$ cat src/design/sqlkt_pkg.sv
package sqlkt_pkg;

  // Defaults for the top-level parameters.
  localparam int DEF_POSITION_BITS = 16;
  localparam int DEF_COUNT_BITS    = 16;
  localparam int DEF_QUEUE_DEPTH   = 4;

  // Output fields of 16 bits saturate at this value.
  localparam int          FIELD_BITS = 16;
  localparam logic [15:0] FIELD_MAX  = 16'hFFFF;

  // Token kinds.
  localparam logic [3:0] KIND_IDENT   = 4'd0;
  localparam logic [3:0] KIND_CREATE  = 4'd1;
  localparam logic [3:0] KIND_TABLE   = 4'd2;
  localparam logic [3:0] KIND_INT     = 4'd3;
  localparam logic [3:0] KIND_TEXT    = 4'd4;
  localparam logic [3:0] KIND_LPAREN  = 4'd5;
  localparam logic [3:0] KIND_RPAREN  = 4'd6;
  localparam logic [3:0] KIND_COMMA   = 4'd7;
  localparam logic [3:0] KIND_UNKNOWN = 4'd8;
  localparam logic [3:0] KIND_EOF     = 4'd9;

  // Characters with a meaning of their own.
  localparam logic [7:0] CH_NUL        = 8'h00;
  localparam logic [7:0] CH_TAB        = 8'h09;
  localparam logic [7:0] CH_CR         = 8'h0D;
  localparam logic [7:0] CH_SPACE      = 8'h20;
  localparam logic [7:0] CH_LPAREN     = 8'h28;
  localparam logic [7:0] CH_RPAREN     = 8'h29;
  localparam logic [7:0] CH_COMMA      = 8'h2C;
  localparam logic [7:0] CH_UNDERSCORE = 8'h5F;

  // Keyword table, in the order CREATE, TABLE, INT, TEXT.
  localparam int NUM_KW     = 4;
  localparam int KW_MAX_LEN = 6;
  localparam logic [2:0] KW_LEN [NUM_KW] = '{3'd6, 3'd5, 3'd3, 3'd4};
  localparam logic [7:0] KW_TEXT [NUM_KW][8] = '{
    '{8'h43, 8'h52, 8'h45, 8'h41, 8'h54, 8'h45, 8'h00, 8'h00},
    '{8'h54, 8'h41, 8'h42, 8'h4C, 8'h45, 8'h00, 8'h00, 8'h00},
    '{8'h49, 8'h4E, 8'h54, 8'h00, 8'h00, 8'h00, 8'h00, 8'h00},
    '{8'h54, 8'h45, 8'h58, 8'h54, 8'h00, 8'h00, 8'h00, 8'h00}
  };

  // One token as it leaves the block; kind sits in the lowest bits.
  typedef struct packed {
    logic [15:0] index;
    logic [7:0]  chr;
    logic [15:0] length;
    logic [15:0] start;
    logic [3:0]  kind;
  } token_t;

  // Tokens caused by one byte; the first is always valid.
  typedef struct packed {
    logic   two;
    token_t first;
    token_t second;
  } rec_t;

  localparam int OUT_TDATA_BITS = 64;

  function automatic logic is_alpha(input logic [7:0] b);
    is_alpha = (b >= 8'h41 && b <= 8'h5A) || (b >= 8'h61 && b <= 8'h7A);
  endfunction

  function automatic logic is_word(input logic [7:0] b);
    is_word = is_alpha(b) || (b >= 8'h30 && b <= 8'h39) || (b == CH_UNDERSCORE);
  endfunction

  function automatic logic is_space(input logic [7:0] b);
    is_space = (b == CH_SPACE) || (b >= CH_TAB && b <= CH_CR);
  endfunction

  // Mask of keywords whose character at position idx equals b.
  function automatic logic [NUM_KW-1:0] kw_match(input logic [2:0] idx,
                                                 input logic [7:0] b);
    logic [NUM_KW-1:0] m;
    m = '0;
    for (int k = 0; k < NUM_KW; k++) begin
      if (idx < KW_LEN[k] && KW_TEXT[k][idx] == b) begin
        m[k] = 1'b1;
      end
    end
    kw_match = m;
  endfunction

endpackage

$ cat src/design/sql_keyword_tokenizer_unit.sv
// Channel  Direction  Fields (lowest bit up)
// s_*      in         tdata: text_byte[7:0]
// m_*      out        tdata: token_kind[3:0], token_start[19:4], token_length[35:20],
//                     single_char[43:36], token_index[59:44], zeros[63:60];
//                     tlast: run_last
//
// One byte is taken every cycle while the token queue has room; results leave at one
// token a cycle through the output register while m_tready is high, so a byte that closes
// a word and makes a token of its own sends two tokens out.
// A token is written to the queue at the edge that takes its byte and is then loaded into
// the output register, which drives m_tdata.
// Reset is synchronous and clears the lexer state, the queue and the output valid; no
// clearing pass follows.
// A stalled output fills the queue, and s_tready falls only once it is full.
module sql_keyword_tokenizer_unit #(
  parameter int POSITION_BITS = sqlkt_pkg::DEF_POSITION_BITS,
  parameter int COUNT_BITS    = sqlkt_pkg::DEF_COUNT_BITS,
  parameter int QUEUE_DEPTH   = sqlkt_pkg::DEF_QUEUE_DEPTH
) (
  input  logic                                  clk,
  input  logic                                  rst,
  input  logic                                  s_tvalid,
  output logic                                  s_tready,
  input  logic [7:0]                            s_tdata,  // text_byte
  output logic                                  m_tvalid,
  input  logic                                  m_tready,
  output logic [sqlkt_pkg::OUT_TDATA_BITS-1:0]  m_tdata,  // kind, start, length, char, index
  output logic                                  m_tlast
);

  logic             accept;
  logic             push;
  logic             full;
  logic             pop;
  logic             empty;
  sqlkt_pkg::rec_t  rec;
  sqlkt_pkg::rec_t  head;

  // A byte is taken whenever the queue can hold what it may make.
  assign s_tready = !full;
  assign accept   = s_tvalid && s_tready;

  sqlkt_front #(
    .POSITION_BITS (POSITION_BITS),
    .COUNT_BITS    (COUNT_BITS)
  ) u_front (
    .clk       (clk),
    .rst       (rst),
    .accept    (accept),
    .text_byte (s_tdata),
    .push      (push),
    .rec       (rec)
  );

  sqlkt_queue #(
    .QUEUE_DEPTH (QUEUE_DEPTH)
  ) u_queue (
    .clk    (clk),
    .rst    (rst),
    .push   (push),
    .rec_in (rec),
    .full   (full),
    .pop    (pop),
    .head   (head),
    .empty  (empty)
  );

  sqlkt_back u_back (
    .clk      (clk),
    .rst      (rst),
    .head     (head),
    .empty    (empty),
    .pop      (pop),
    .m_tvalid (m_tvalid),
    .m_tready (m_tready),
    .m_tdata  (m_tdata),
    .m_tlast  (m_tlast)
  );

endmodule

$ cat src/design/sqlkt_front.sv
module sqlkt_front #(
  parameter int POSITION_BITS = sqlkt_pkg::DEF_POSITION_BITS,
  parameter int COUNT_BITS    = sqlkt_pkg::DEF_COUNT_BITS
) (
  input  logic             clk,
  input  logic             rst,
  input  logic             accept,
  input  logic [7:0]       text_byte,
  output logic             push,
  output sqlkt_pkg::rec_t  rec
);

  localparam int PW = (POSITION_BITS > sqlkt_pkg::FIELD_BITS) ? POSITION_BITS
                                                              : sqlkt_pkg::FIELD_BITS;
  localparam int CW = (COUNT_BITS > sqlkt_pkg::FIELD_BITS) ? COUNT_BITS
                                                           : sqlkt_pkg::FIELD_BITS;
  localparam logic [POSITION_BITS-1:0] POS_MAX = '1;
  localparam logic [COUNT_BITS-1:0]    CNT_MAX = '1;

  function automatic logic [15:0] clamp_pos(input logic [POSITION_BITS-1:0] v);
    logic [PW-1:0] ext;
    ext = PW'(v);
    clamp_pos = (ext > PW'(sqlkt_pkg::FIELD_MAX)) ? sqlkt_pkg::FIELD_MAX : ext[15:0];
  endfunction

  function automatic logic [15:0] clamp_cnt(input logic [COUNT_BITS-1:0] v);
    logic [CW-1:0] ext;
    ext = CW'(v);
    clamp_cnt = (ext > CW'(sqlkt_pkg::FIELD_MAX)) ? sqlkt_pkg::FIELD_MAX : ext[15:0];
  endfunction

  function automatic logic [COUNT_BITS-1:0] sat_cnt(input logic [COUNT_BITS-1:0] v);
    sat_cnt = (v == CNT_MAX) ? v : v + 1'b1;
  endfunction

  // Lexer state.
  logic                          in_word;
  logic [POSITION_BITS-1:0]      word_start;
  logic [POSITION_BITS-1:0]      word_length;
  logic [sqlkt_pkg::NUM_KW-1:0]  keyword_alive;
  logic [POSITION_BITS-1:0]      byte_position;
  logic [COUNT_BITS-1:0]         token_counter;

  logic                          in_word_next;
  logic [POSITION_BITS-1:0]      word_start_next;
  logic [POSITION_BITS-1:0]      word_length_next;
  logic [sqlkt_pkg::NUM_KW-1:0]  keyword_alive_next;
  logic [POSITION_BITS-1:0]      byte_position_next;
  logic [COUNT_BITS-1:0]         token_counter_next;

  logic                   b_alpha;
  logic                   b_word;
  logic                   b_space;
  logic                   b_end;
  logic                   word_goes_on;
  logic                   word_ends;
  logic                   single_valid;
  logic [2:0]             kw_idx;
  logic [3:0]             word_kind;
  logic [3:0]             single_kind;
  logic [COUNT_BITS-1:0]  cnt_after_word;
  sqlkt_pkg::token_t      word_tok;
  sqlkt_pkg::token_t      single_tok;

  // Classify the byte and build the tokens that it closes or makes.
  always_comb begin
    b_alpha      = sqlkt_pkg::is_alpha(text_byte);
    b_word       = sqlkt_pkg::is_word(text_byte);
    b_space      = sqlkt_pkg::is_space(text_byte);
    b_end        = (text_byte == sqlkt_pkg::CH_NUL);
    word_goes_on = in_word && b_word;
    word_ends    = in_word && !b_word;
    single_valid = !word_goes_on && (b_end || (!b_space && !b_alpha));

    // Positions past the longest keyword match nothing.
    kw_idx = (word_length > POSITION_BITS'(sqlkt_pkg::KW_MAX_LEN)) ? 3'd7
                                                                   : word_length[2:0];

    // The first keyword that is still alive and complete names the word.
    word_kind = sqlkt_pkg::KIND_IDENT;
    for (int k = sqlkt_pkg::NUM_KW - 1; k >= 0; k--) begin
      if (keyword_alive[k] && word_length == POSITION_BITS'(sqlkt_pkg::KW_LEN[k])) begin
        word_kind = sqlkt_pkg::KIND_CREATE + 4'(k);
      end
    end

    unique case (text_byte)
      sqlkt_pkg::CH_NUL:    single_kind = sqlkt_pkg::KIND_EOF;
      sqlkt_pkg::CH_LPAREN: single_kind = sqlkt_pkg::KIND_LPAREN;
      sqlkt_pkg::CH_RPAREN: single_kind = sqlkt_pkg::KIND_RPAREN;
      sqlkt_pkg::CH_COMMA:  single_kind = sqlkt_pkg::KIND_COMMA;
      default:              single_kind = sqlkt_pkg::KIND_UNKNOWN;
    endcase

    cnt_after_word = word_ends ? sat_cnt(token_counter) : token_counter;

    word_tok.kind   = word_kind;
    word_tok.start  = clamp_pos(word_start);
    word_tok.length = clamp_pos(word_length);
    word_tok.chr    = sqlkt_pkg::CH_NUL;
    word_tok.index  = clamp_cnt(token_counter);

    single_tok.kind   = single_kind;
    single_tok.start  = clamp_pos(byte_position);
    single_tok.length = b_end ? 16'd0 : 16'd1;
    single_tok.chr    = text_byte;
    single_tok.index  = clamp_cnt(cnt_after_word);

    // The word token, when there is one, always goes first.
    if (word_ends) begin
      rec.first  = word_tok;
      rec.second = single_tok;
      rec.two    = single_valid;
    end else begin
      rec.first  = single_tok;
      rec.second = single_tok;
      rec.two    = 1'b0;
    end
    push = accept && (word_ends || single_valid);
  end

  // Next lexer state.
  always_comb begin
    byte_position_next = (byte_position == POS_MAX) ? byte_position
                                                    : byte_position + 1'b1;
    token_counter_next = single_valid ? sat_cnt(cnt_after_word) : cnt_after_word;
    word_start_next    = word_start;
    if (word_goes_on) begin
      in_word_next       = 1'b1;
      keyword_alive_next = keyword_alive & sqlkt_pkg::kw_match(kw_idx, text_byte);
      word_length_next   = (word_length == POS_MAX) ? word_length : word_length + 1'b1;
    end else if (b_alpha) begin
      in_word_next       = 1'b1;
      word_start_next    = byte_position;
      word_length_next   = POSITION_BITS'(1);
      keyword_alive_next = sqlkt_pkg::kw_match(3'd0, text_byte);
    end else begin
      in_word_next       = 1'b0;
      word_length_next   = '0;
      keyword_alive_next = '0;
    end
    // The end of text returns everything to the reset state.
    if (b_end) begin
      in_word_next       = 1'b0;
      word_start_next    = '0;
      word_length_next   = '0;
      keyword_alive_next = '0;
      byte_position_next = '0;
      token_counter_next = '0;
    end
  end

  always_ff @(posedge clk) begin
    if (rst) begin
      in_word       <= 1'b0;
      word_start    <= '0;
      word_length   <= '0;
      keyword_alive <= '0;
      byte_position <= '0;
      token_counter <= '0;
    end else if (accept) begin
      in_word       <= in_word_next;
      word_start    <= word_start_next;
      word_length   <= word_length_next;
      keyword_alive <= keyword_alive_next;
      byte_position <= byte_position_next;
      token_counter <= token_counter_next;
    end
  end

endmodule

$ cat src/design/sqlkt_queue.sv
module sqlkt_queue #(
  parameter int QUEUE_DEPTH = sqlkt_pkg::DEF_QUEUE_DEPTH
) (
  input  logic             clk,
  input  logic             rst,
  input  logic             push,
  input  sqlkt_pkg::rec_t  rec_in,
  output logic             full,
  input  logic             pop,
  output sqlkt_pkg::rec_t  head,
  output logic             empty
);

  localparam int PTR_BITS = (QUEUE_DEPTH > 1) ? $clog2(QUEUE_DEPTH) : 1;
  localparam int CNT_BITS = $clog2(QUEUE_DEPTH + 1);
  localparam logic [PTR_BITS-1:0] LAST_SLOT = PTR_BITS'(QUEUE_DEPTH - 1);

  sqlkt_pkg::rec_t        slots [QUEUE_DEPTH];
  logic [PTR_BITS-1:0]    wr_ptr;
  logic [PTR_BITS-1:0]    rd_ptr;
  logic [CNT_BITS-1:0]    count;

  assign full  = (count == CNT_BITS'(QUEUE_DEPTH));
  assign empty = (count == '0);
  assign head  = slots[rd_ptr];

  // Pointers and fill level.
  always_ff @(posedge clk) begin
    if (rst) begin
      wr_ptr <= '0;
      rd_ptr <= '0;
      count  <= '0;
    end else begin
      if (push) begin
        wr_ptr <= (wr_ptr == LAST_SLOT) ? '0 : wr_ptr + 1'b1;
      end
      if (pop) begin
        rd_ptr <= (rd_ptr == LAST_SLOT) ? '0 : rd_ptr + 1'b1;
      end
      if (push && !pop) begin
        count <= count + 1'b1;
      end else if (pop && !push) begin
        count <= count - 1'b1;
      end
    end
  end

  // Storage.
  always_ff @(posedge clk) begin
    if (push) begin
      slots[wr_ptr] <= rec_in;
    end
  end

endmodule

$ cat src/design/sqlkt_back.sv
module sqlkt_back (
  input  logic                                  clk,
  input  logic                                  rst,
  input  sqlkt_pkg::rec_t                       head,
  input  logic                                  empty,
  output logic                                  pop,
  output logic                                  m_tvalid,
  input  logic                                  m_tready,
  output logic [sqlkt_pkg::OUT_TDATA_BITS-1:0]  m_tdata,
  output logic                                  m_tlast
);

  localparam int PAD_BITS = sqlkt_pkg::OUT_TDATA_BITS - $bits(sqlkt_pkg::token_t);

  logic               phase;
  logic               load;
  logic               take;
  logic               last;
  sqlkt_pkg::token_t  cur;
  sqlkt_pkg::token_t  out_tok;

  // Pick the token of the head record that goes out next.
  always_comb begin
    load = !m_tvalid || m_tready;
    take = load && !empty;
    cur  = phase ? head.second : head.first;
    last = phase || !head.two;
    pop  = take && last;
  end

  always_ff @(posedge clk) begin
    if (rst) begin
      m_tvalid <= 1'b0;
      phase    <= 1'b0;
    end else if (load) begin
      m_tvalid <= !empty;
      if (take) begin
        phase <= !last;
      end
    end
  end

  // Output register.
  always_ff @(posedge clk) begin
    if (take) begin
      out_tok <= cur;
      m_tlast <= last;
    end
  end

  assign m_tdata = {PAD_BITS'(0), out_tok};

endmodule

$ cat config.mk
export PLATFORM = sky130hd
export DESIGN_NAME = sql_keyword_tokenizer_unit
export DESIGN_NICKNAME = d
export VERILOG_FILES = /design/src/design/sqlkt_pkg.sv /design/src/design/sql_keyword_tokenizer_unit.sv /design/src/design/sqlkt_front.sv /design/src/design/sqlkt_queue.sv /design/src/design/sqlkt_back.sv
export SDC_FILE = /design/constraint.sdc
export NUM_CORES = 1
export LEC_CHECK = 0
export ABC_AREA = 1
export BUFFER_PORTS_ARGS = -buffer_cell sky130_fd_sc_hd__buf_2
export CAP_MARGIN = 20
export CORE_MARGIN = 4
export CORE_UTILIZATION = 53
export DETAILED_ROUTE_END_ITERATION = 8
export PLACE_DENSITY = 0.79
export SYNTH_ARGS = -nofsm -noshare
export SYNTH_HDL_FRONTEND = slang
export SYNTH_SLANG_ARGS = --single-unit
$ cat constraint.sdc
create_clock -name clk -period 8.9 [get_ports clk]
set_clock_uncertainty 0.1 [all_clocks]
set_input_delay 0.445 -clock clk [delete_from_list [all_inputs] [get_ports clk]]
set_output_delay 0.445 -clock clk [all_outputs]
set_load 0.05 [all_outputs]
== Yosys cells after proc, flatten, opt, wreduce, memory -nomap -nowiden ==
Memories as Yosys holds them, arrays and structs flattened. A register that Yosys moved wholly into a read port is not among the register bits.
Index checks and enable logic that the tools add are counted.
W data, S select, Z words.

* Multiplexer cells: 61
* Shift-type cells: 0
* Equal/unequal tests: 26
* Divide/modulo/power cells: 0
* Bitwise logic cells: 2
* Add/subtract/negate cells: 8
* Multipliers: 0
* Reductions and logical operators: 49
* Order comparisons: 19

{| class="wikitable"
|+ Operator list
! kind !! number
|-
| $mux W16 || 18
|-
| $mux W121 || 1
|-
| $gt A16 B16 Y1 const B || 5
|-
| $add A16 B1 Y16 const B || 4
|-
| $eq A16 B16 Y1 const B || 4
|-
| $mux W8 || 8
|-
| $mux W60 || 1
|-
| $eq A16 B3 Y1 const B || 3
|-
| $eq A8 B6 Y1 const B || 4
|-
| $eq A8 B8 Y1 || 4
|-
| $eq A7 B8 Y1 const A || 3
|-
| $mux W4 || 6
|-
| $logic_and A1 B1 Y1 || 22
|-
| $mux W1 || 18
|-
| $eq A16 B2 Y1 const B || 1
|-
| $ge A8 B7 Y1 const B || 2
|-
| $gt A16 B3 Y1 const B || 1
|-
| $le A8 B7 Y1 const B || 2
|-
| $pmux W4 S4 || 1
|-
| $mux W3 || 4
|-
| $logic_not A1 Y1 || 11
|-
| $lt A3 B3 Y1 const B || 3
|-
| $eq A8 B7 Y1 const B || 1
|-
| $ge A8 B4 Y1 const B || 1
|-
| other kinds (21) || 37
|}

* Register bits: 139
* Input port bits: 12
* ROM bits: 256
* Latch bits: 0
* Memories kept: 5
* Bits in writable memories: 484

{| class="wikitable"
|+ Memories
! name !! words !! width !! read ports !! clocked after memory_dff !! wr ports !! RTL line !! RTL
|-
| u_queue.slots || 4 || 121 || 1 || 1 || 1 || sqlkt_queue.sv:18 || <nowiki>sqlkt_pkg::rec_t slots [QUEUE_DEPTH];</nowiki>
|-
| (no name shown) || 8 || 8 || 1 || 0 || 0 || sqlkt_pkg.sv:81 || <nowiki>if (idx < KW_LEN[k] && KW_TEXT[k][idx] == b) begin</nowiki>
|-
| (no name shown) || 8 || 8 || 1 || 0 || 0 || sqlkt_pkg.sv:81 ||
|-
| (no name shown) || 8 || 8 || 1 || 0 || 0 || sqlkt_pkg.sv:81 ||
|-
| (no name shown) || 8 || 8 || 1 || 0 || 0 || sqlkt_pkg.sv:81 ||
|}

== Longest topological paths before layout ==
Gate-level depths: netlist (run 1).

* Depth after elaboration: 14
* Gate-level depth with buffers: 23
* Depth with buffers taken out: 21

== Cells and area by module ==
Synthesis (run 1) repeated with hierarchy kept, for this count alone.

* Cells, all modules: 2511
* Area total of the unflattened synthesis: 27092.2 sq um

{| class="wikitable"
|+ Modules (own cells, without submodules)
! module !! area an instance (sq um) !! cells an instance !! instances !! seq. area each (sq um)
|-
| sqlkt_queue || 18333.8 || 1229 || 1 || 14714.1
|-
| sqlkt_front || 5960.7 || 1004 || 1 || 1381.3
|-
| sqlkt_back || 2783.9 || 275 || 1 || 1871.8
|-
| sql_keyword_tokenizer_unit || 13.8 || 3 || 1 || 0.0
|}

== Worst setup path after synthesis (run 1) ==
Ideal clock, no wire load.

* Path kind: in2reg
* From: input port s_tdata[4]
* To: memory u_queue.slots[0][0] (netlist name), enable pin
* Setup time: 0.572 ns
* Stages: 12
* Required time: 8.228 ns
* Path buffers: 1
* Data arrival time: 5.949 ns
* Path slack: 2.279 ns
* Path through: buf_4 > nand2_1 > inv_1 > nand2_1 > nor2_2 > nor2_4 > nand2_1 > nand2_1 > inv_1 > nor2_1 > nand2_1 > nor2_1

* Word-level cells in the longest chain between the ends: 12
* Elaborated cells on any way between the ends: 32

{| class="wikitable"
|+ Ends and longest elaborated chain
! item !! RTL line !! RTL
|-
| start, declared || sql_keyword_tokenizer_unit.sv:24 || <nowiki>input logic [7:0] s_tdata,</nowiki>
|-
| $ge A8 B7 Y1 or $le A8 B7 Y1 (tied branches) || sqlkt_pkg.sv:64 || <nowiki>is_alpha = (b >= 8'h41 && b <= 8'h5A) || (b >= 8'h61 && b <= 8'h7A);</nowiki>
|-
| $logic_and A1 B1 Y1 || sqlkt_pkg.sv:64 ||
|-
| $logic_or A1 B1 Y1 || sqlkt_pkg.sv:64 ||
|-
| $logic_or A1 B1 Y1 (2 in a row) || sqlkt_pkg.sv:68 || <nowiki>is_word = is_alpha(b) || (b >= 8'h30 && b <= 8'h39) || (b == CH_UNDERSCORE);</nowiki>
|-
| $logic_and A1 B1 Y1 || sqlkt_front.sv:71 || <nowiki>word_goes_on = in_word && b_word;</nowiki>
|-
| $logic_not A1 Y1 || sqlkt_front.sv:73 || <nowiki>single_valid = !word_goes_on && (b_end || (!b_space && !b_alpha));</nowiki>
|-
| $logic_and A1 B1 Y1 || sqlkt_front.sv:73 ||
|-
| $logic_or A1 B1 Y1 (*) || sqlkt_front.sv:119 || <nowiki>push = accept && (word_ends || single_valid);</nowiki>
|-
| $logic_and A1 B1 Y1 (*) || sqlkt_front.sv:119 ||
|-
| $mux W1 (*) || sqlkt_queue.sv:50 || <nowiki>if (push) begin</nowiki>
|-
| $mux W1 (not written as such) (*) || sqlkt_queue.sv:51 || <nowiki>slots[wr_ptr] <= rec_in;</nowiki>
|-
| end, declared || sqlkt_queue.sv:18 ||
|}

Mark *: on every way between the ends. The rest lies on a longest branch, timed or not.

== Worst setup path after layout (run 1) ==
* From: input port s_tdata[0]
* To: register u_front.token_counter[14]

* Word-level cells in the longest chain between the ends: 12
* Elaborated cells on any way between the ends: 34

{| class="wikitable"
|+ Ends and longest elaborated chain
! item !! RTL line !! RTL
|-
| $ge A8 B7 Y1 or $le A8 B7 Y1 (tied branches) || sqlkt_pkg.sv:64 ||
|-
| $logic_and A1 B1 Y1 || sqlkt_pkg.sv:64 ||
|-
| $logic_or A1 B1 Y1 || sqlkt_pkg.sv:64 ||
|-
| $logic_or A1 B1 Y1 (2 in a row) || sqlkt_pkg.sv:68 ||
|-
| $logic_not A1 Y1 || sqlkt_front.sv:72 || <nowiki>word_ends = in_word && !b_word;</nowiki>
|-
| $logic_and A1 B1 Y1 || sqlkt_front.sv:72 ||
|-
| $mux W16 || sqlkt_front.sv:95 || <nowiki>cnt_after_word = word_ends ? sat_cnt(token_counter) : token_counter;</nowiki>
|-
| $add A16 B1 Y16 or $eq A16 B16 Y1 (tied branches) || sqlkt_front.sv:33 || <nowiki>sat_cnt = (v == CNT_MAX) ? v : v + 1'b1;</nowiki>
|-
| $mux W16 || sqlkt_front.sv:33 ||
|-
| $mux W16 || sqlkt_front.sv:126 || <nowiki>token_counter_next = single_valid ? sat_cnt(cnt_after_word) : cnt_after_word;</nowiki>
|-
| $mux W16 (*) || sqlkt_front.sv:143 || <nowiki>if (b_end) begin</nowiki>
|-
| end signal, assigned || sqlkt_front.sv:167 || <nowiki>token_counter <= token_counter_next;</nowiki>
|-
| end, declared || sqlkt_front.sv:42 || <nowiki>logic [COUNT_BITS-1:0] token_counter;</nowiki>
|}

Marks and branches as above.
A chain may end at the register's enable or synchronous reset.

==> out/metrics.yaml, run 1 <==
run_status:
  status: "finished clean"
sta:
  fin_crit_sh: 0.433
  fin_ws_ns: 5.04
  slew_viol_final: 0
  hold_viol: 0
  finalCriticalPeriod_ns: 3.86
  relSlewSlack: 0.310
  worst_pin_slew_ns: 1.03
  clock.fmax_ghz: 0.259
  hold_slack_ns: 0.138
  grt_setup_unrepaired: "false"
  setup_viol_count_final: 0
  setup_tns_ns: 0
floorplanning:
  die_area_mm2: 0.0496
  start_util: 0.537
  die_w_um: 223
  die_y_um: 223
  core_area_mm2: 0.0455
  num_io_pins: 79
  placementRows: 78
synthesis:
  synth_enable_flop_cells: 485
  synth.yosys.seq_area_share: 0.661
  avgSynthCellArea_um2: 10.5
  synth_cells: 2326
  ys_types: 47
  ys_seq_elements: 565
  netlist_area_mm2: 0.0244
  synth_flop_cell: "edfxtp_1"
  ys_async_sr_fraction: 0
  yosysWarnings: 0
run:
  maxCapViolCount: 0
critical_path:
  worstSetupEndpointType: "register"
  r2r_slack_ns: 5.17
  crit_fanout: 69
  critPathLaunchType: "input pin"
  critPathKind: "in -> reg"
  required_ns: 9.23
  cp_data_arrival_time_ns: 4.19
grt:
  grt_pass1_wl_mm: 92.8
  grt_pass1_vias: 16900
  grt_util_all_layers: 0.233
  grt-ovfl-total: 0
  grt_max_degree: 84
  antenna_found_initial: 3
clocking:
  post_cts_buffers: 0
  cts_tree: "yes"
  worst_skew_pair.late_latency_ns: 0.58
  cts_hold_buf: 0
  cts.repair.resized: 0
  htreeDepth: 2
  clockBufferDepth: 3
  clock-sinks: 565
  clockRootBuffer: "clkbuf_16"
  clk_pin_slew_ns: 0.06
  cts_buffers: 51
drt:
  drt_iter0_drc: 2035
  firstDrtPassIters: 6
  antenna_left: 0
  via_count: 17500
  drt-total-wl_mm: 59.4
  viasPerCell: 5.86
  wire_per_inst_um: 19.9
  drc: 0
cells_and_area:
  multi_input_area_mm2: 0.00721
  drive_above_1_share: 0.115
  fin_cells: 2988
  nNetsFinal: 2377
  regArea_mm2: 0.0162
  final_core_util: 0.593
  syn2layout_area_growth_pct: 10.3
  fillers: 3521
  final_area_mm2: 0.0270
pwr:
  p_leak_nw: 9.56
  power_density_mw_per_mm2: 312
  ir_worst_vdd_mv: 0.206
  total_power_mw: 8.40
place:
  pre_cts_ws_ns: 4.47
  place_congestion: 0.926
  port_buffers: 74
  dp_cells: 2891
  dp.final_hpwl_mm: 36.8
  placed_cell_area_mm2: 0.0252
min_path:
  min_path_type: "in -> reg"
## metal layers
| metal | share of wire | GRT usage | up-vias |
|---|---|---|---|
| met3 | 0.089 | 0.0379 | 114 |
| met5 | 0 | 0 | - |
| met1 | 0.40 | 0.318 | 8452 |
| met2 | 0.49 | 0.390 | 851 |
| met4 | 0.023 | 0.0652 | 0 |
| li1 | - | - | 8103 |
## worst paths after layout
| kind | start | end | cells past startpoint |
|---|---|---|---|
| worst max-delay path | s_tdata[0] | u_front.token_counter[14] | 22 |
| worst min-delay path | s_tdata[7] | u_queue.slots[0][43] | 1 |
| worst max register to register | register | u_back.m_tdata[17] | 8 |
| worst min register to register | u_front.word_start[4] | u_front.word_start[4] | 2 |
## cell usage after synthesis, types with 7 or more instances
cell type  count  share of area
nor2_1       492          0.076
edfxtp_1     485           0.60
nand2_1      288          0.044
o21ai_0      267          0.055
inv_1        124          0.019
clkbuf_1     100          0.015
a21oi_1       80          0.016
dfxtp_1       80          0.066
nand3_1       72          0.015
a31oi_1       53          0.014
o22ai_1       48          0.012
nand4_1       21         0.0054
ha_1          20          0.010
inv_2         20         0.0031
xor2_1        19         0.0068
buf_1         15         0.0023
nand2_2       15         0.0038
nor2_2        15         0.0038
nor2_4        14         0.0064
nor3_1        14         0.0029
a211oi_1       9         0.0028
buf_2          8         0.0016
o21ai_2        7         0.0025
## state kept, by name, indices dropped and copies added, names as in the netlist, named ones only
register,flops
u_back.m_tdata,60
u_back.m_tlast,1
u_queue.slots,424
u_queue.wr_ptr,2
u_queue.count,3
u_back.phase,1
u_front.keyword_alive,4
u_front.word_start,16
u_front.in_word,1
u_front.byte_position,16
u_back.m_tvalid,1
u_queue.rd_ptr,2
u_front.word_length,16
u_front.token_counter,16
## placed cells by master (no fill, tap or decap), drive strengths merged, types with 48 or more instances in the layout
| master | instances |
|---|---|
| o21ai | 279 |
| o22ai | 48 |
| buf | 96 |
| a21oi | 83 |
| nand3 | 79 |
| inv | 146 |
| a31oi | 53 |
| nand2 | 304 |
| edfxtp | 485 |
| dfxtp | 80 |
| clkbuf | 66 |
| nor2 | 522 |
## where the power goes
part	total, mW	internal (mW)	switching [mW]
logic	2.61	0.626	1.99
clock network	2.22	1.27	0.950
registers	3.56	3.37	0.190
## final cells by class
type / count / share of cell area
Multi-Input combinational cell: 1484 / 0.268
Sequential cell: 565 / 0.600
Timing Repair Buffer: 96 / 0.0199
Inverter: 146 / 0.0204
Clock buffer: 66 / 0.0536
Antenna cell: 1 / 0.0000929
Clock inverter: 30 / 0.0104
Tap cell: 600 / 0.0279
## worst max-delay path: stages
cell and delay [ns]:
buf_2 0.31, nand2_1 0.15, inv_1 0.10, nand2_1 0.08
nor2_2 0.12, nor2_4 0.06, nand3_4 0.05, buf_4 0.65
inv_2 0.48, nand2_1 0.18, nand2_1 0.08, nand2_2 0.18
ha_1 0.24, nand3_1 0.13, nor2_4 0.16, inv_1 0.09
nor2_4 0.14, nand2_1 0.08, o21ai_0 0.18, nand3_1 0.09
nand2_1 0.08, a21oi_2 0.05
## kinds of logic (layout without fill, tap and decap cells)
group | count (synthesis) | count (layout) | synth area share
xor+xnor | 19 | 19 | 0.00681
other cells | 1 | 5 | 0.000153
flops | 565 | 565 | 0.661
fa+ha+maj | 21 | 21 | 0.0111
compound gates | 491 | 491 | 0.111
simple gates | 949 | 949 | 0.164
buf+inv | 280 | 338 | 0.0459
(Power assumes the default switching activity.)
==> run 2, diff against run 1 <==
==> constraint.sdc (replaced) <==
create_clock -name clk -period 3.6 [get_ports clk]
set_clock_uncertainty 0.1 [all_clocks]
set_input_delay 0.18 -clock clk [delete_from_list [all_inputs] [get_ports clk]]
set_output_delay 0.18 -clock clk [all_outputs]
set_load 0.05 [all_outputs]
==> out/metrics.yaml, run 2 (synthesis results as in run 1) <==
min_path:
  hold_depth: 5  # was 1
  holdPathEnd: "u_queue.wr_ptr[1]"  # was u_queue.slots[0][43]
  worstHoldStart: "rst"  # was s_tdata[7]
  min_path_type: "in -> reg"  # unchanged
sta:
  slew_viol_final: 0  # unchanged
  clock.fmax_ghz: 0.308
  grt_setup_unrepaired: "false"  # unchanged
  hold_slack_ns: 0.0656  # was 0.138 ns
  setup_tns_ns: 0  # unchanged
  worst_pin_slew_ns: 0.928  # was 1.03 ns
  finalCriticalPeriod_ns: 3.25
  fin_crit_sh: 0.902
  setup_viol_count_final: 0  # unchanged
  relSlewSlack: 0.381  # was 0.310
  hold_viol: 0  # unchanged
grt:
  antenna_found_initial: 2  # was 3
  grt_max_degree: 127  # was 84
  grt_pass1_wl_mm: 93.1  # was 92.8 mm
  grt_util_all_layers: 0.234  # was 0.233
  grt-ovfl-total: 0  # unchanged
  grt_pass1_vias: 16800  # was 16900
cells_and_area:
  num_antenna_cells: 0  # was 1
  final_common_cell: "nor2_1"  # unchanged
  regArea_mm2: 0.0162  # unchanged
  syn2layout_area_growth_pct: 12.2  # was 10.3%
  multi_input_area_mm2: 0.00722  # was 0.00721 mm^2
  regMostFlops: "u_queue.slots"  # unchanged
  nNetsFinal: 2422  # was 2377
  fin_cells: 3031  # was 2988
  fillers: 3598  # was 3521
  largest_reg_flops: 424  # unchanged
  layout_common_cells: "nor2_1 (488), edfxtp_1 (485), nand2_1 (288)"  # unchanged
  drive_above_1_share: 0.123  # was 0.115
drt:
  drt-total-wl_mm: 59.7  # was 59.4 mm
  via_count: 17600  # was 17500
  viasPerCell: 5.82  # was 5.86
  drc: 0  # unchanged
  drt_iter0_drc: 1890  # was 2035
  wire_per_inst_um: 19.7  # was 19.9 um
  firstDrtPassIters: 5  # was 6
  antenna_left: 0  # unchanged
critical_path:
  r2r_slack_ns: 0.35  # was 5.17 ns
  required_ns: 4.00  # was 9.23 ns
  crit_fanout: 10  # was 69
  cp_data_arrival_time_ns: 3.65  # was 4.19 ns
  worstReg2RegStart: "u_front.token_counter[1]"
  reg2reg_depth: 20  # was 8
  worstSetupEndpointType: "register"  # unchanged
  critPathLaunchType: "register"  # was input pin
  rr_endpoint: "u_front.token_counter[14]"  # was u_back.m_tdata[17]
  critPathKind: "reg -> reg"  # was in -> reg
clocking:
  clk_pin_slew_ns: 0.07  # was 0.06 ns
  clockRootBuffer: "clkbuf_16"  # unchanged
  cts_tree: "yes"  # unchanged
  clock-sinks: 565  # unchanged
  post_cts_buffers: 0  # unchanged
  worst_skew_pair.late_latency_ns: 0.58  # about the same
  cts_buffers: 52  # was 51
  clockBufferDepth: 3  # unchanged
  htreeDepth: 2  # unchanged
floorplanning:
  num_io_pins: 79  # unchanged
  core_area_mm2: 0.0455  # unchanged
  die_y_um: 223  # unchanged
  placementRows: 78  # unchanged
  start_util: 0.537  # unchanged
  die_area_mm2: 0.0496  # unchanged
  die_w_um: 223  # unchanged
pwr:
  ir_worst_vdd_mv: 0.563  # was 0.206 mV
  power_density_mw_per_mm2: 758  # was 312 mW/mm^2
  p_leak_nw: 9.79  # was 9.56 nW
place:
  dp_cells: 2925  # was 2891
  dp.final_hpwl_mm: 37.6  # was 36.8 mm
  port_buffers: 74  # unchanged
  place_congestion: 0.979  # was 0.926
run:
  maxCapViolCount: 0  # unchanged
run_status:
  status: "finished clean"  # unchanged
==> run 2: how the worst max path moves through the flow <==
| stage | startpoint | to | slack, ns | cells after the start |
|---|---|---|---|---|
| 6_report | u_front.token_counter[1] | u_front.token_counter[14] | 0.35 | 20 |
| 5_1_grt | u_front.token_counter[1] | u_front.token_counter[14] | 0.04 | 20 |
| 4_1_cts | u_front.token_counter[1] | u_front.token_counter[14] | 0.42 | 20 |
| 3_5_place_dp | u_front.token_counter[1] | u_front.token_counter[14] | 0.45 | 20 |
| 3_3_place_gp | u_front.token_counter[1] | u_front.token_counter[14] | 0.50 | 19 |
| 2_1_floorplan | u_queue.count[0] | u_queue.slots[0][0] | 0.03 | 6 |
==> run 2: routing by layer <==
layer | wire length [um] | share of wire | track usage | vias up
li1 | - | - | - | 8181
met1 | 24900 | 0.42 | 0.333 | 8534
met3 | 4890 | 0.082 | 0.0262 | 100
met4 | 1200 | 0.020 | 0.0575 | 0
met2 | 28800 | 0.48 | 0.392 | 814
met5 | 0 | 0 | 0 | -
==> run 2: repair_timing <==
action	in CTS	in global routing
gates resized for setup	0	0
setup endpoints to repair	0	0
hold buffers	9	0
endpoints found under the hold margin	36	0
==> run 2: per-stage QoR <==
step	area, um^2	setup WS, ns	power [mW]	utilization
6_report	27400	0.355	20.8	0.603
5_1_grt	27400	0.0447	21.8	0.603
4_1_cts	27400	0.418	20.8	0.603
3_5_place_dp	25700	0.453	15.6	0.565
3_3_place_gp	25700	0.504	15.4	0.565
2_1_floorplan	24500	0.0310	13.5	-
==> run 2: power breakdown <==
group | total, mW | internal, mW | switching (mW)
clock network | 5.25 | 2.98 | 2.27
registers | 8.64 | 8.33 | 0.308
logic | 6.89 | 1.72 | 5.18
total | 20.8 | 13.0 | 7.76
==> run 2: worst max-delay path, stage by stage, from the launching register on <==
cell and delay [ns]:
dfxtp_1 0.52, ha_1 0.32, nand2_2 0.11, nor2_1 0.27, nand2_1 0.09, nor2_1 0.10, nand2_1 0.07, nand2_1 0.10
nand2_1 0.06, nand2_2 0.17, ha_1 0.23, nand3_1 0.13, nor2_4 0.16, nand3_2 0.14, nor2_4 0.13, nand2_2 0.09
nand2_2 0.11, inv_2 0.05, nand3_1 0.06, nand2_1 0.06, a21oi_2 0.11
==> run 2: final cells by class <==
| cell class | count | share of cell area |
|---|---|---|
| tap | 600 | 0.0274 |
| multi-input combinational | 1484 | 0.263 |
| inverter | 146 | 0.0201 |
| sequential | 565 | 0.589 |
| clock buffer | 70 | 0.0517 |
| clock inverter | 26 | 0.00784 |
| timing repair buffer | 140 | 0.0404 |
==> run 3, diff against run 2 <==
--- a/config.mk
+++ b/config.mk
@@ -9,9 +9,9 @@
 export BUFFER_PORTS_ARGS = -buffer_cell sky130_fd_sc_hd__buf_2
 export CAP_MARGIN = 20
 export CORE_MARGIN = 4
-export CORE_UTILIZATION = 53
+export CORE_UTILIZATION = 30
 export DETAILED_ROUTE_END_ITERATION = 8
-export PLACE_DENSITY = 0.79
+export PLACE_DENSITY = 0.53
 export SYNTH_ARGS = -nofsm -noshare
 export SYNTH_HDL_FRONTEND = slang
 export SYNTH_SLANG_ARGS = --single-unit
==> out/metrics.yaml, run 3 (synthesis results as in run 1) <==
run_status:
  status: "finished clean"  # unchanged
pwr:
  power.internal_mw: 13.6  # was 13.0 mW
  p_leak_nw: 9.96  # was 9.79 nW
  pwr-share-seq: 0.399  # was 0.416
  combPwrFrac: 0.320  # was 0.332
  switching_share: 0.370  # was 0.373
  ir_worst_vdd_mv: 0.603  # was 0.563 mV
  p_sw_mw: 8.01  # was 7.76 mW
  power_density_mw_per_mm2: 763  # was 758 mW/mm^2
  p_clk_frac: 0.281  # was 0.253
sta:
  worst_pin_slew_ns: 1.02  # was 0.928 ns
  relSlewSlack: 0.318  # was 0.381
  grt_setup_unrepaired: "false"  # unchanged
  hold_viol: 0  # unchanged
  finalCriticalPeriod_ns: 3.19  # was 3.25 ns
  fin_crit_sh: 0.886  # was 0.902
  fin_ws_ns: 0.409  # was 0.355 ns
  slew_viol_final: 0  # unchanged
  setup_viol_count_final: 0  # unchanged
  hold_slack_ns: 0.0526  # was 0.0656 ns
  clock.fmax_ghz: 0.313  # was 0.308 GHz
  setup_tns_ns: 0  # unchanged
critical_path:
  cp_slowest_stage_delay_ns: 0.56  # was 0.52 ns
  r2r_slack_ns: 0.44  # was 0.35 ns
  critical_path_buf_inv_count: 4  # was 1
  critPathKind: "in -> reg"  # was reg -> reg
  crit_top_cell: "nor2_1"  # was nand2_1
  slowest_stage: "dlygate4sd3_1"  # was dfxtp_1
  required_ns: 3.98  # was 4.00 ns
  path_delay_family: "simple AND/OR/NAND/NOR gates"  # unchanged
  crit_fanout: 24  # was 10
  critPathLaunchType: "input pin"  # was register
  path_cells: "dlygate4sd3_1, buf_2, inv_1, nand3_2, nand3_2, nand3_4, buf_4, nor2_1, nor2_1, nand2_1, nor2_1, nand4_1, nand2_1, nand3_1, nand3_1, a21oi_1"  # was ha_1, nand2_2, nor2_1, nand2_1, nor2_1, nand2_1, nand2_1, nand2_1, nand2_2, ha_1, nand3_1, nor2_4, nand3_2, nor2_4, nand2_2, nand2_2, inv_2, nand3_1, nand2_1, a21oi_2
  worstSetupEndpointType: "register"  # unchanged
  cp_data_arrival_time_ns: 3.57  # was 3.65 ns
clocking:
  post_cts_buffers: 0  # unchanged
  clockBufferDepth: 3  # unchanged
  htreeDepth: 2  # unchanged
  clock-sinks: 565  # unchanged
  cts_hold_buf: 7  # was 9
  cts_tree: "yes"  # unchanged
  clk_pin_slew_ns: 0.07  # about the same
  cts_buffers: 55  # was 52
  worst_skew_pair.late_latency_ns: 0.63  # was 0.58 ns
  cts.repair.resized: 0  # unchanged
  clockRootBuffer: "clkbuf_16"  # unchanged
cells_and_area:
  fillers: 7971  # was 3598
  final_common_cell: "nor2_1"  # unchanged
  drive_above_1_share: 0.133  # was 0.123
  regArea_mm2: 0.0162  # unchanged
  largest_reg_flops: 424  # unchanged
  multi_input_area_mm2: 0.00722  # unchanged
  syn2layout_area_growth_pct: 16.0  # was 12.2%
  final_core_util: 0.351  # was 0.603
  nNetsFinal: 2432  # was 2422
  layout_common_cells: "nor2_1 (488), edfxtp_1 (485), nand2_1 (288)"  # unchanged
  regMostFlops: "u_queue.slots"  # unchanged
  fin_cells: 3507  # was 3031
floorplanning:
  core_area_mm2: 0.0807  # was 0.0455 mm^2
  die_w_um: 293  # was 223 um
  start_util: 0.303  # was 0.537
  die_y_um: 293  # was 223 um
  placementRows: 104  # was 78
  die_area_mm2: 0.0861  # was 0.0496 mm^2
  num_io_pins: 79  # unchanged
grt:
  grt_pass1_vias: 16900  # was 16800
  grt_max_degree: 189  # was 127
  grt_util_all_layers: 0.151  # was 0.234
  antenna_found_initial: 2  # unchanged
  met3_usage: 0.0237  # was 0.0262
  grt_pass1_wl_mm: 101  # was 93.1 mm
  use_met2: 0.257  # was 0.392
  grt_busiest_layer: "met2"  # unchanged
  grt-ovfl-total: 0  # unchanged
  met1_usage: 0.205  # was 0.333
place:
  port_buffers: 74  # unchanged
  pre_cts_ws_ns: 0.432  # was 0.453 ns
  dp.final_hpwl_mm: 41.1  # was 37.6 mm
  place_congestion: 0.919  # was 0.979
  dp_cells: 3395  # was 2925
drt:
  drt_iter0_drc: 1349  # was 1890
  wire_per_inst_um: 18.9  # was 19.7 um
  drc: 0  # unchanged
  antenna_left: 0  # unchanged
  viasPerCell: 4.88  # was 5.82
  via_count: 17100  # was 17600
  firstDrtPassIters: 7  # was 5
  drt-total-wl_mm: 66.3  # was 59.7 mm
min_path:
  min_path_type: "in -> reg"  # unchanged
run:
  maxCapViolCount: 0  # unchanged
-- run 3: metal layers --
layer  part of all wire  vias up
li1                   -     8226
met1               0.46     8426
met2               0.48      383
met3              0.047       72
met4              0.017        0
met5                  0        -
-- run 3: power by group through the flow --
stage	clock [mW]	sequential, mW	combinational [mW]
after detailed placement	0	8.79	7.06
after global placement	0	8.78	6.95
after global routing	6.50	8.72	7.64
after floorplan	0	10.0	3.50
after CTS	6.23	8.66	7.08
final	6.07	8.63	6.92
-- run 3: through the flow --
stage	power, mW	instance area, um^2
2_1_floorplan	13.5	24500
3_3_place_gp	15.7	26400
3_5_place_dp	15.8	26400
4_1_cts	22.0	28300
5_1_grt	22.9	28300
6_report	21.6	28400
-- run 3: layout make-up --
| cell class | count | share of cell area |
|---|---|---|
| Multi-Input combinational cell | 1484 | 0.255 |
| Antenna cell | 2 | 0.000177 |
| Clock inverter | 35 | 0.0148 |
| Clock buffer | 68 | 0.0531 |
| Tap cell | 1060 | 0.0468 |
| Timing Repair Buffer | 147 | 0.0405 |
| Inverter | 146 | 0.0196 |
| Sequential cell | 565 | 0.570 |
-- run 3: final timing paths --
| path | start | end | cells past startpoint |
|---|---|---|---|
| min reg2reg | u_front.word_start[1] | u_front.word_start[1] | 2 |
| max reg2reg | u_front.token_counter[1] | u_front.token_counter[9] | 16 |
| min | s_tdata[3] | u_front.keyword_alive[2] | 5 |
| max | s_tdata[4] | u_front.token_counter[9] | 16 |
-- run 3: tightest hold or removal path, cell delays in order --
cell,delay (ns)
buf_2,0.21
nand3_1,0.13
nor2_1,0.05
nand3_1,0.08
a21oi_1,0.06
